File: src/design/rsw_pkg.sv
// ----------------------------------------------------------------------------
// rsw_pkg: shared types and constants for the register window
// Beat layouts, operation codes and default sizes used by every module.
// ----------------------------------------------------------------------------
package rsw_pkg;

    localparam int RX_BYTES_DEF    = 32;
    localparam int ORDER_BYTES_DEF = 2;
    localparam int FRAME_BYTES_DEF = 16;

    localparam logic [7:0] RX_RESET_VALUE = 8'd6;

    // Register numbers that carry transmit data.
    localparam logic [7:0] REG_ORDER = 8'd0;
    localparam logic [7:0] REG_FRAME = 8'd1;

    localparam int S_TDATA_W = 24;
    localparam int S_TUSER_W = 4;
    localparam int M_TDATA_W = 24;
    localparam int M_TUSER_W = 2;

    typedef enum logic [1:0] {
        MODE_TX_WRITE  = 2'd0,
        MODE_RX_READ   = 2'd1,
        MODE_BUS_BYTE  = 2'd2,
        MODE_COLLISION = 2'd3
    } mode_t;

    typedef struct packed {
        mode_t      mode;
        logic       is_read;
        logic       is_data;
        logic [7:0] bus_byte;
        logic [4:0] local_index;
        logic [7:0] local_value;
    } item_t;

    typedef struct packed {
        logic [7:0] send_byte;
        logic       send_valid;
        logic       stored;
        logic [7:0] selected_register;
        logic [7:0] local_read_byte;
    } result_t;

    // Write request into the receive store.
    typedef struct packed {
        logic       en;
        logic [5:0] pos;
        logic [7:0] data;
    } rx_wr_t;

    // Write request into the transmit store.
    typedef struct packed {
        logic       en;
        logic [4:0] index;
        logic [7:0] data;
    } tx_wr_t;

endpackage

File: src/design/rsw_rx_store.sv
// ----------------------------------------------------------------------------
// rsw_rx_store: receive byte store
// Holds the bytes written by the bus master; read back from the local side.
// ----------------------------------------------------------------------------
module rsw_rx_store
    import rsw_pkg::*;
#(
    parameter int RX_BYTES = RX_BYTES_DEF
)
(
    input  logic       clk,
    input  logic       rst_n,
    input  rx_wr_t     wr,
    input  logic [4:0] rd_index,
    output logic [7:0] rd_data
);

    localparam int         RX_IW  = (RX_BYTES > 1) ? $clog2(RX_BYTES) : 1;
    localparam logic [5:0] RX_LEN = 6'(RX_BYTES);

    logic [7:0] store_reg [RX_BYTES];
    logic       rd_hit;

    always_ff @(posedge clk or negedge rst_n)
    begin
        if (!rst_n)
        begin
            for (int i = 0; i < RX_BYTES; i++)
            begin
                store_reg[i] <= RX_RESET_VALUE;
            end
        end
        else if (wr.en)
        begin
            store_reg[wr.pos[RX_IW-1:0]] <= wr.data;
        end
    end

    assign rd_hit  = ({1'b0, rd_index} < RX_LEN);
    assign rd_data = rd_hit ? store_reg[rd_index[RX_IW-1:0]] : 8'd0;

endmodule

File: src/design/rsw_tx_store.sv
// ----------------------------------------------------------------------------
// rsw_tx_store: transmit byte store
// Order word followed by the acquisition frame, loaded from the local side.
// ----------------------------------------------------------------------------
module rsw_tx_store
    import rsw_pkg::*;
#(
    parameter int ORDER_BYTES = ORDER_BYTES_DEF,
    parameter int FRAME_BYTES = FRAME_BYTES_DEF
)
(
    input  logic       clk,
    input  logic       rst_n,
    input  tx_wr_t     wr,
    input  logic [7:0] rd_reg,
    input  logic [5:0] rd_pos,
    output logic [7:0] rd_data
);

    localparam int         TX_BYTES  = ORDER_BYTES + FRAME_BYTES;
    localparam int         TX_IW     = (TX_BYTES > 1) ? $clog2(TX_BYTES) : 1;
    localparam logic [6:0] TX_LEN    = 7'(TX_BYTES);
    localparam logic [6:0] ORDER_OFS = 7'(ORDER_BYTES);
    localparam logic [5:0] ORDER_LEN = 6'(ORDER_BYTES);
    localparam logic [5:0] FRAME_LEN = 6'(FRAME_BYTES);

    logic [7:0] store_reg [TX_BYTES];
    logic [6:0] wr_addr;
    logic [6:0] rd_addr;
    logic       rd_hit;

    assign wr_addr = {2'b00, wr.index};

    always_ff @(posedge clk or negedge rst_n)
    begin
        if (!rst_n)
        begin
            for (int i = 0; i < TX_BYTES; i++)
            begin
                store_reg[i] <= 8'd0;
            end
        end
        else if (wr.en && (wr_addr < TX_LEN))
        begin
            store_reg[wr_addr[TX_IW-1:0]] <= wr.data;
        end
    end

    // The frame register starts right after the order word.
    assign rd_addr = (rd_reg == REG_FRAME) ? (ORDER_OFS + {1'b0, rd_pos}) : {1'b0, rd_pos};
    assign rd_hit  = ((rd_reg == REG_ORDER) && (rd_pos < ORDER_LEN)) ||
                     ((rd_reg == REG_FRAME) && (rd_pos < FRAME_LEN));
    assign rd_data = rd_hit ? store_reg[rd_addr[TX_IW-1:0]] : 8'd0;

endmodule

File: src/design/rsw_ctrl.sv
// ----------------------------------------------------------------------------
// rsw_ctrl: register window control
// Register pointer, byte position and phase tracking; forms one result per beat.
// ----------------------------------------------------------------------------
module rsw_ctrl
    import rsw_pkg::*;
#(
    parameter int RX_BYTES    = RX_BYTES_DEF,
    parameter int ORDER_BYTES = ORDER_BYTES_DEF,
    parameter int FRAME_BYTES = FRAME_BYTES_DEF
)
(
    input  logic       clk,
    input  logic       rst_n,
    input  logic       fire,
    input  item_t      item,
    input  logic [7:0] rx_rd_data,
    input  logic [7:0] tx_rd_data,
    output rx_wr_t     rx_wr,
    output tx_wr_t     tx_wr,
    output logic [7:0] tx_rd_reg,
    output logic [5:0] tx_rd_pos,
    output result_t    res
);

    localparam logic [5:0] RX_LEN    = 6'(RX_BYTES);
    localparam logic [5:0] ORDER_LEN = 6'(ORDER_BYTES);
    localparam logic [5:0] FRAME_LEN = 6'(FRAME_BYTES);

    logic [7:0] ptr_reg, ptr_next;
    logic [5:0] pos_reg, pos_next;
    logic       expect_reg, expect_next;
    logic [5:0] reg_len;

    always_ff @(posedge clk or negedge rst_n)
    begin
        if (!rst_n)
        begin
            ptr_reg    <= 8'd0;
            pos_reg    <= 6'd0;
            expect_reg <= 1'b0;
        end
        else if (fire)
        begin
            ptr_reg    <= ptr_next;
            pos_reg    <= pos_next;
            expect_reg <= expect_next;
        end
    end

    // An unknown register reads as a single zero byte.
    always_comb
    begin
        if (ptr_reg == REG_ORDER)
        begin
            reg_len = ORDER_LEN;
        end
        else if (ptr_reg == REG_FRAME)
        begin
            reg_len = FRAME_LEN;
        end
        else
        begin
            reg_len = 6'd1;
        end
    end

    assign tx_rd_reg = ptr_reg;
    assign tx_rd_pos = item.is_data ? pos_reg : 6'd0;

    assign tx_wr.en    = fire && (item.mode == MODE_TX_WRITE);
    assign tx_wr.index = item.local_index;
    assign tx_wr.data  = item.local_value;

    always_comb
    begin
        ptr_next    = ptr_reg;
        pos_next    = pos_reg;
        expect_next = expect_reg;
        rx_wr.en    = 1'b0;
        rx_wr.pos   = pos_reg;
        rx_wr.data  = item.bus_byte;
        res.send_byte       = 8'd0;
        res.send_valid      = 1'b0;
        res.stored          = 1'b0;
        res.local_read_byte = 8'd0;

        unique case (item.mode)
            MODE_TX_WRITE:
            begin
            end
            MODE_RX_READ:
            begin
                res.local_read_byte = rx_rd_data;
            end
            MODE_BUS_BYTE:
            begin
                if (item.is_read)
                begin
                    if (!item.is_data)
                    begin
                        res.send_byte  = tx_rd_data;
                        res.send_valid = 1'b1;
                        pos_next       = 6'd1;
                    end
                    else if (pos_reg < reg_len)
                    begin
                        res.send_byte  = tx_rd_data;
                        res.send_valid = 1'b1;
                        pos_next       = pos_reg + 6'd1;
                    end
                end
                else
                begin
                    if (!item.is_data)
                    begin
                        expect_next = 1'b1;
                    end
                    else if (expect_reg)
                    begin
                        ptr_next    = item.bus_byte;
                        pos_next    = 6'd0;
                        expect_next = 1'b0;
                    end
                    else if ((ptr_reg == REG_ORDER) && (pos_reg < RX_LEN))
                    begin
                        rx_wr.en   = fire;
                        pos_next   = pos_reg + 6'd1;
                        res.stored = 1'b1;
                    end
                end
            end
            MODE_COLLISION:
            begin
            end
            default:
            begin
            end
        endcase

        res.selected_register = ptr_next;
    end

endmodule

File: src/design/i2c_slave_register_window_unit.sv
// ----------------------------------------------------------------------------
// i2c_slave_register_window_unit: I2C slave register window
// Maps byte events of an I2C slave onto a receive store and two transmit
// registers, with local access to both stores.
// ----------------------------------------------------------------------------
// Usage:
// The slave side (s_*) takes one beat per event: local transmit-store write,
// local receive-store read, bus byte event or bus collision, chosen by the
// mode bits in s_tuser. The master side (m_*) returns exactly one result beat
// for every accepted beat, in order: the byte to send with its valid flag,
// the stored flag, the register pointer and the locally read byte.
// A beat is held in the input register and is then processed in a single
// step into the output register, which presents its result on m_* until it
// is taken. Throughput is one beat per cycle while m_tready stays high, set
// by that single processing stage, which both reads and updates the window
// state.
// Reset clears the pointer, byte position and phase, fills the receive store
// with 6 and the transmit store with zero; no clearing pass is needed.
// When m_tready is low the result holds, one more beat can still enter the
// input register, and s_tready then drops until the result is taken.
// ----------------------------------------------------------------------------
module i2c_slave_register_window_unit
    import rsw_pkg::*;
#(
    parameter int RX_BYTES    = RX_BYTES_DEF,
    parameter int ORDER_BYTES = ORDER_BYTES_DEF,
    parameter int FRAME_BYTES = FRAME_BYTES_DEF
)
(
    input  logic                 clk,
    input  logic                 rst_n,
    input  logic                 s_tvalid,
    output logic                 s_tready,
    // bus_byte[7:0], local_index[12:8], local_value[20:13], zero[23:21]
    input  logic [S_TDATA_W-1:0] s_tdata,
    // mode[1:0], is_read[2], is_data[3]
    input  logic [S_TUSER_W-1:0] s_tuser,
    output logic                 m_tvalid,
    input  logic                 m_tready,
    // send_byte[7:0], selected_register[15:8], local_read_byte[23:16]
    output logic [M_TDATA_W-1:0] m_tdata,
    // send_valid[0], stored[1]
    output logic [M_TUSER_W-1:0] m_tuser
);

    logic       in_valid_reg, in_valid_next;
    item_t      in_item_reg;
    logic       out_valid_reg, out_valid_next;
    result_t    out_res_reg;
    logic       advance;
    logic       fire;
    item_t      beat_item;
    result_t    res;
    rx_wr_t     rx_wr;
    tx_wr_t     tx_wr;
    logic [7:0] rx_rd_data;
    logic [7:0] tx_rd_data;
    logic [7:0] tx_rd_reg;
    logic [5:0] tx_rd_pos;

    assign advance  = !out_valid_reg || m_tready;
    assign fire     = in_valid_reg && advance;
    assign s_tready = !in_valid_reg || advance;

    assign beat_item.mode        = mode_t'(s_tuser[1:0]);
    assign beat_item.is_read     = s_tuser[2];
    assign beat_item.is_data     = s_tuser[3];
    assign beat_item.bus_byte    = s_tdata[7:0];
    assign beat_item.local_index = s_tdata[12:8];
    assign beat_item.local_value = s_tdata[20:13];

    always_comb
    begin
        in_valid_next = in_valid_reg;
        if (s_tvalid && s_tready)
        begin
            in_valid_next = 1'b1;
        end
        else if (fire)
        begin
            in_valid_next = 1'b0;
        end
        out_valid_next = advance ? in_valid_reg : out_valid_reg;
    end

    always_ff @(posedge clk or negedge rst_n)
    begin
        if (!rst_n)
        begin
            in_valid_reg  <= 1'b0;
            out_valid_reg <= 1'b0;
        end
        else
        begin
            in_valid_reg  <= in_valid_next;
            out_valid_reg <= out_valid_next;
        end
    end

    always_ff @(posedge clk)
    begin
        if (s_tvalid && s_tready)
        begin
            in_item_reg <= beat_item;
        end
        if (fire)
        begin
            out_res_reg <= res;
        end
    end

    rsw_ctrl #(
        .RX_BYTES    (RX_BYTES),
        .ORDER_BYTES (ORDER_BYTES),
        .FRAME_BYTES (FRAME_BYTES)
    ) u_ctrl (
        .clk        (clk),
        .rst_n      (rst_n),
        .fire       (fire),
        .item       (in_item_reg),
        .rx_rd_data (rx_rd_data),
        .tx_rd_data (tx_rd_data),
        .rx_wr      (rx_wr),
        .tx_wr      (tx_wr),
        .tx_rd_reg  (tx_rd_reg),
        .tx_rd_pos  (tx_rd_pos),
        .res        (res)
    );

    rsw_rx_store #(
        .RX_BYTES (RX_BYTES)
    ) u_rx_store (
        .clk      (clk),
        .rst_n    (rst_n),
        .wr       (rx_wr),
        .rd_index (in_item_reg.local_index),
        .rd_data  (rx_rd_data)
    );

    rsw_tx_store #(
        .ORDER_BYTES (ORDER_BYTES),
        .FRAME_BYTES (FRAME_BYTES)
    ) u_tx_store (
        .clk     (clk),
        .rst_n   (rst_n),
        .wr      (tx_wr),
        .rd_reg  (tx_rd_reg),
        .rd_pos  (tx_rd_pos),
        .rd_data (tx_rd_data)
    );

    assign m_tvalid = out_valid_reg;
    assign m_tdata  = {out_res_reg.local_read_byte, out_res_reg.selected_register,
                       out_res_reg.send_byte};
    assign m_tuser  = {out_res_reg.stored, out_res_reg.send_valid};

endmodule
File: config.mk
export PLATFORM = sky130hd
export DESIGN_NAME = i2c_slave_register_window_unit
export DESIGN_NICKNAME = d
export VERILOG_FILES = /design/src/design/rsw_pkg.sv /design/src/design/rsw_rx_store.sv /design/src/design/rsw_tx_store.sv /design/src/design/rsw_ctrl.sv /design/src/design/i2c_slave_register_window_unit.sv
export SDC_FILE = /design/constraint.sdc
export NUM_CORES = 1
export LEC_CHECK = 0
export BUFFER_PORTS_ARGS = -buffer_cell sky130_fd_sc_hd__buf_2
export CORE_ASPECT_RATIO = 0.75
export CORE_MARGIN = 5
export CORE_UTILIZATION = 43
export CTS_BUF_LIST = sky130_fd_sc_hd__clkbuf_4 sky130_fd_sc_hd__clkbuf_8
export DETAILED_ROUTE_END_ITERATION = 8
export PLACE_DENSITY_LB_ADDON = 0.2
export SLEW_MARGIN = 20
export SYNTH_ARGS = -nofsm -noshare
export SYNTH_HDL_FRONTEND = slang
export SYNTH_SLANG_ARGS = --single-unit
File: constraint.sdc
create_clock -name clk -period 6.5 [get_ports clk]
set_clock_uncertainty 0.2 [all_clocks]
set_input_delay 1.3 -clock clk [delete_from_list [all_inputs] [get_ports clk]]
set_output_delay 1.3 -clock clk [all_outputs]
set_load 0.03 [all_outputs]
==> out/metrics.cfg <==
[clock_network]
postCtsSetupBuffers=0
clk_path_buf_depth=3
cts.clk_slew.worst_paths_ns=0.06
htreeDepth=3
cts-root-buf=clkbuf_8
cts.sinks=468
ctsResizeCount=0
cts_hold_buf=0
tritoncts=built
cts_buffers=77
clkLatencyLatePin_ns=0.65

[cells_and_area]
postLayoutCellArea_sq_mm=0.0242
utilization_pct=49.3
drive_gt1_share_pct=49.9
nets=1629
nFillCells=4242
diodes=0
syn_to_final_growth_pct=12.8
largest_reg_flops=256

[synthesis]
synth-simple-area-share_pct=6.90
synth.top_cell.area_share_pct=41.3
synth_edf_count=51
synth-xor-area-share_pct=0.0818
synth_top_area_cell=dfrtp_1
synth_flop_cell=dfrtp_1
netlist_top_cells_area=dfrtp_1, mux2_2, mux4_2, dfstp_2, edfxtp_1
ys_async_sr_fraction_pct=89.1
syn_avg_cell_area_sq_um=14.2
synth-adder-area-share_pct=0.409
synth_fp_nets=1549
yosysSeqAreaShare_pct=56.3
synth_compound_area_share_pct=3.92
synthMuxAreaShare_pct=30.7
synth.distinct_cells=58
synth_seq_cells=468
synth_area_sq_mm=0.0214
yosys_warnings=0
syn_inst=1510
synth_top_family_by_area=multiplexers

[drt]
antenna_left=0
drt_wl_total_microns=53400
vias=13154
firstDrtPassIters=5
wl_per_cell_microns=23.2
drc=0
first_iter_violations=1083
viasPerCell=5.71

[power]
cellPowerDensity_mw_per_mm2=287
power_frac_comb_pct=14.4
leakage_nw=10.9
total_power_mw=6.94
power.share.switching_pct=28.2
p_switching_mw=1.96
p_int_mw=4.99
vdd_drop_max_mv=0.116
pwr-share-seq_pct=46.9
power_frac_clock_pct=38.6

[grt]
grt_pass1_vias=13628
grt_overflow=0
grtUsageTotal_pct=19.8
grt_max_degree=122
grt_pass1_wl_microns=83200
antenna_found_initial=0

[timing]
finalSetupViolCount=0
slew_violations=0
period_share_pct=69.4
tightestPinTransition_ns=1.15
setup_tns_ns=0
slew_headroom_pct=23.2
grt_setup_unrepaired=false
period_minus_slack_ns=4.51
fmax_ghz=0.222
report.final.hold_viol_count=0

[setup_path]
slowest_stage=or4b_2
critical_path.top_delay_family=simple AND/OR/NAND/NOR gates
worst_setup_path_end_kind=flop
crit_type=reg -> reg
path_max_fanout=13
path_cells=or4b_2, nor2_1, buf_4, inv_1, ha_1, o31ai_1, a31oi_1, nor4_1, nand3_1, a21oi_1, a211o_1
cp_data_arrival_time_ns=4.82
start_kind=flop
worstPathRequired_ns=6.81
cp_num_buf_inv=2
slowest_delay_ns=0.71

[floorplanning]
die_x_microns=268
num_rows=70
ios=60
core-area_sq_mm=0.0490
start_util_pct=43.7
fp.dieH_microns=203
dieArea_sq_mm=0.0544

[placement]
placed_cell_area_sq_mm=0.0225
dp_hpwl_microns=34000
port_buffers=56
gp_congestion=0.827

[run_status]
status=finished clean

[run]
max-cap-violations=0

[hold_path]
hold_class=reg -> reg

cell type report:
cell class / count / area (sq um) / share of cell area (%)
Sequential cell: 468 / 12000 / 49.9
Multi-Input combinational cell: 945 / 9020 / 37.3
Clock buffer: 128 / 1510 / 6.26
Tap cell: 648 / 811 / 3.36
Timing Repair Buffer: 90 / 641 / 2.65
Clock inverter: 15 / 103 / 0.425
Inverter: 8 / 30.0 / 0.124
worst register-to-register path, stage by stage, from the launching register on:
cell and delay [ns]:
dfrtp_1 0.43, or4b_2 0.71, nor2_1 0.12, buf_4 0.23, inv_1 0.23, ha_1 0.35
o31ai_1 0.27, a31oi_1 0.09, nor4_1 0.64, nand3_1 0.60, a21oi_1 0.35, a211o_1 0.17
Yosys cell counts, drive strengths merged (4+ instances only):
cell type  instances
a211oi             9
nand3b             5
a22oi              8
nor4               7
dfstp             64
edfxtp            51
a21oi             23
nor3              10
nand2            132
mux2i             18
dfrtp            353
inv                5
nor2b              7
o221ai             7
nand3             29
a21o               8
a221oi            10
nor3b              9
and2               5
nand2b             9
a31oi             10
a311oi             6
and3               6
ha                 7
o21ai             17
clkbuf            74
nor2              72
mux2             418
mux4              75
buf               15
or3                4
cell usage in the layout (no fill, tap or decap), drive strengths merged, types with 7 or more instances in the layout:
cell type / count
mux2: 418
dfrtp: 353
nand2: 132
clkbuf: 128
buf: 90
mux4: 75
nor2: 72
dfstp: 64
edfxtp: 51
nand3: 29
a21oi: 23
mux2i: 18
o21ai: 17
clkinv: 14
a31oi: 10
a221oi: 10
nor3: 10
nand2b: 9
nor3b: 9
a211oi: 9
a21o: 8
a22oi: 8
o221ai: 7
ha: 7
nor4: 7
nor2b: 7
power groups by stage:
| stage | combinational [mW] | sequential, mW | clock, mW |
|---|---|---|---|
| 6_report | 1.00 | 3.26 | 2.68 |
| 5_1_grt | 1.09 | 3.28 | 2.88 |
| 4_1_cts | 0.985 | 3.27 | 2.76 |
| 3_5_place_dp | 0.982 | 3.32 | 0 |
| 3_3_place_gp | 0.966 | 3.31 | 0 |
| 2_1_floorplan | 0.651 | 3.28 | 0 |
worst paths after layout:
check,startpoint,endpoint,slack (ns),cells after the start
worst max-delay path,u_ctrl.tx_rd_reg[3],m_tdata[4],1.99,11
worst min-delay path,in_valid_reg,m_tvalid,0.30,1
worst max register to register,u_ctrl.tx_rd_reg[3],m_tdata[4],1.99,11
worst min register to register,in_valid_reg,m_tvalid,0.30,1
max in group asynchronous,rst_n,u_tx_store.store_reg[28],4.33,2
min in group asynchronous,rst_n,u_rx_store.store_reg[75],0.49,1
stage by stage:
stage / hold WS (ns) / setup slack, ns / instances
global placement: 0.273 / 2.04 / 2153
global route: 0.312 / 1.74 / 2302
finish: 0.296 / 1.99 / 2302
floorplan: 0.257 / 2.78 / 1510
CTS: 0.303 / 2.01 / 2297
detailed placement: 0.289 / 2.03 / 2154
metal layers:
| metal | GRT usage [%] | routed length, microns | part of all wire (%) |
|---|---|---|---|
| met5 | 0 | 0 | 0 |
| met4 | 4.60 | 1110 | 2.1 |
| met3 | 4.84 | 3610 | 6.8 |
| met2 | 27.6 | 22600 | 42 |
| met1 | 31.2 | 26000 | 49 |
logic make-up (layout without fill, tap and decap cells):
family / Yosys count / in the layout
XOR/XNOR: 2 / 2
AND/OR/NAND/NOR: 305 / 305
buffers and inverters: 97 / 241
multiplexers: 511 / 511
flip-flops: 468 / 468
adder cells (fa/ha/maj): 7 / 7
AO/OA/AOI/OAI: 120 / 120
No activity file was read; power rests on OpenSTA's default activity.
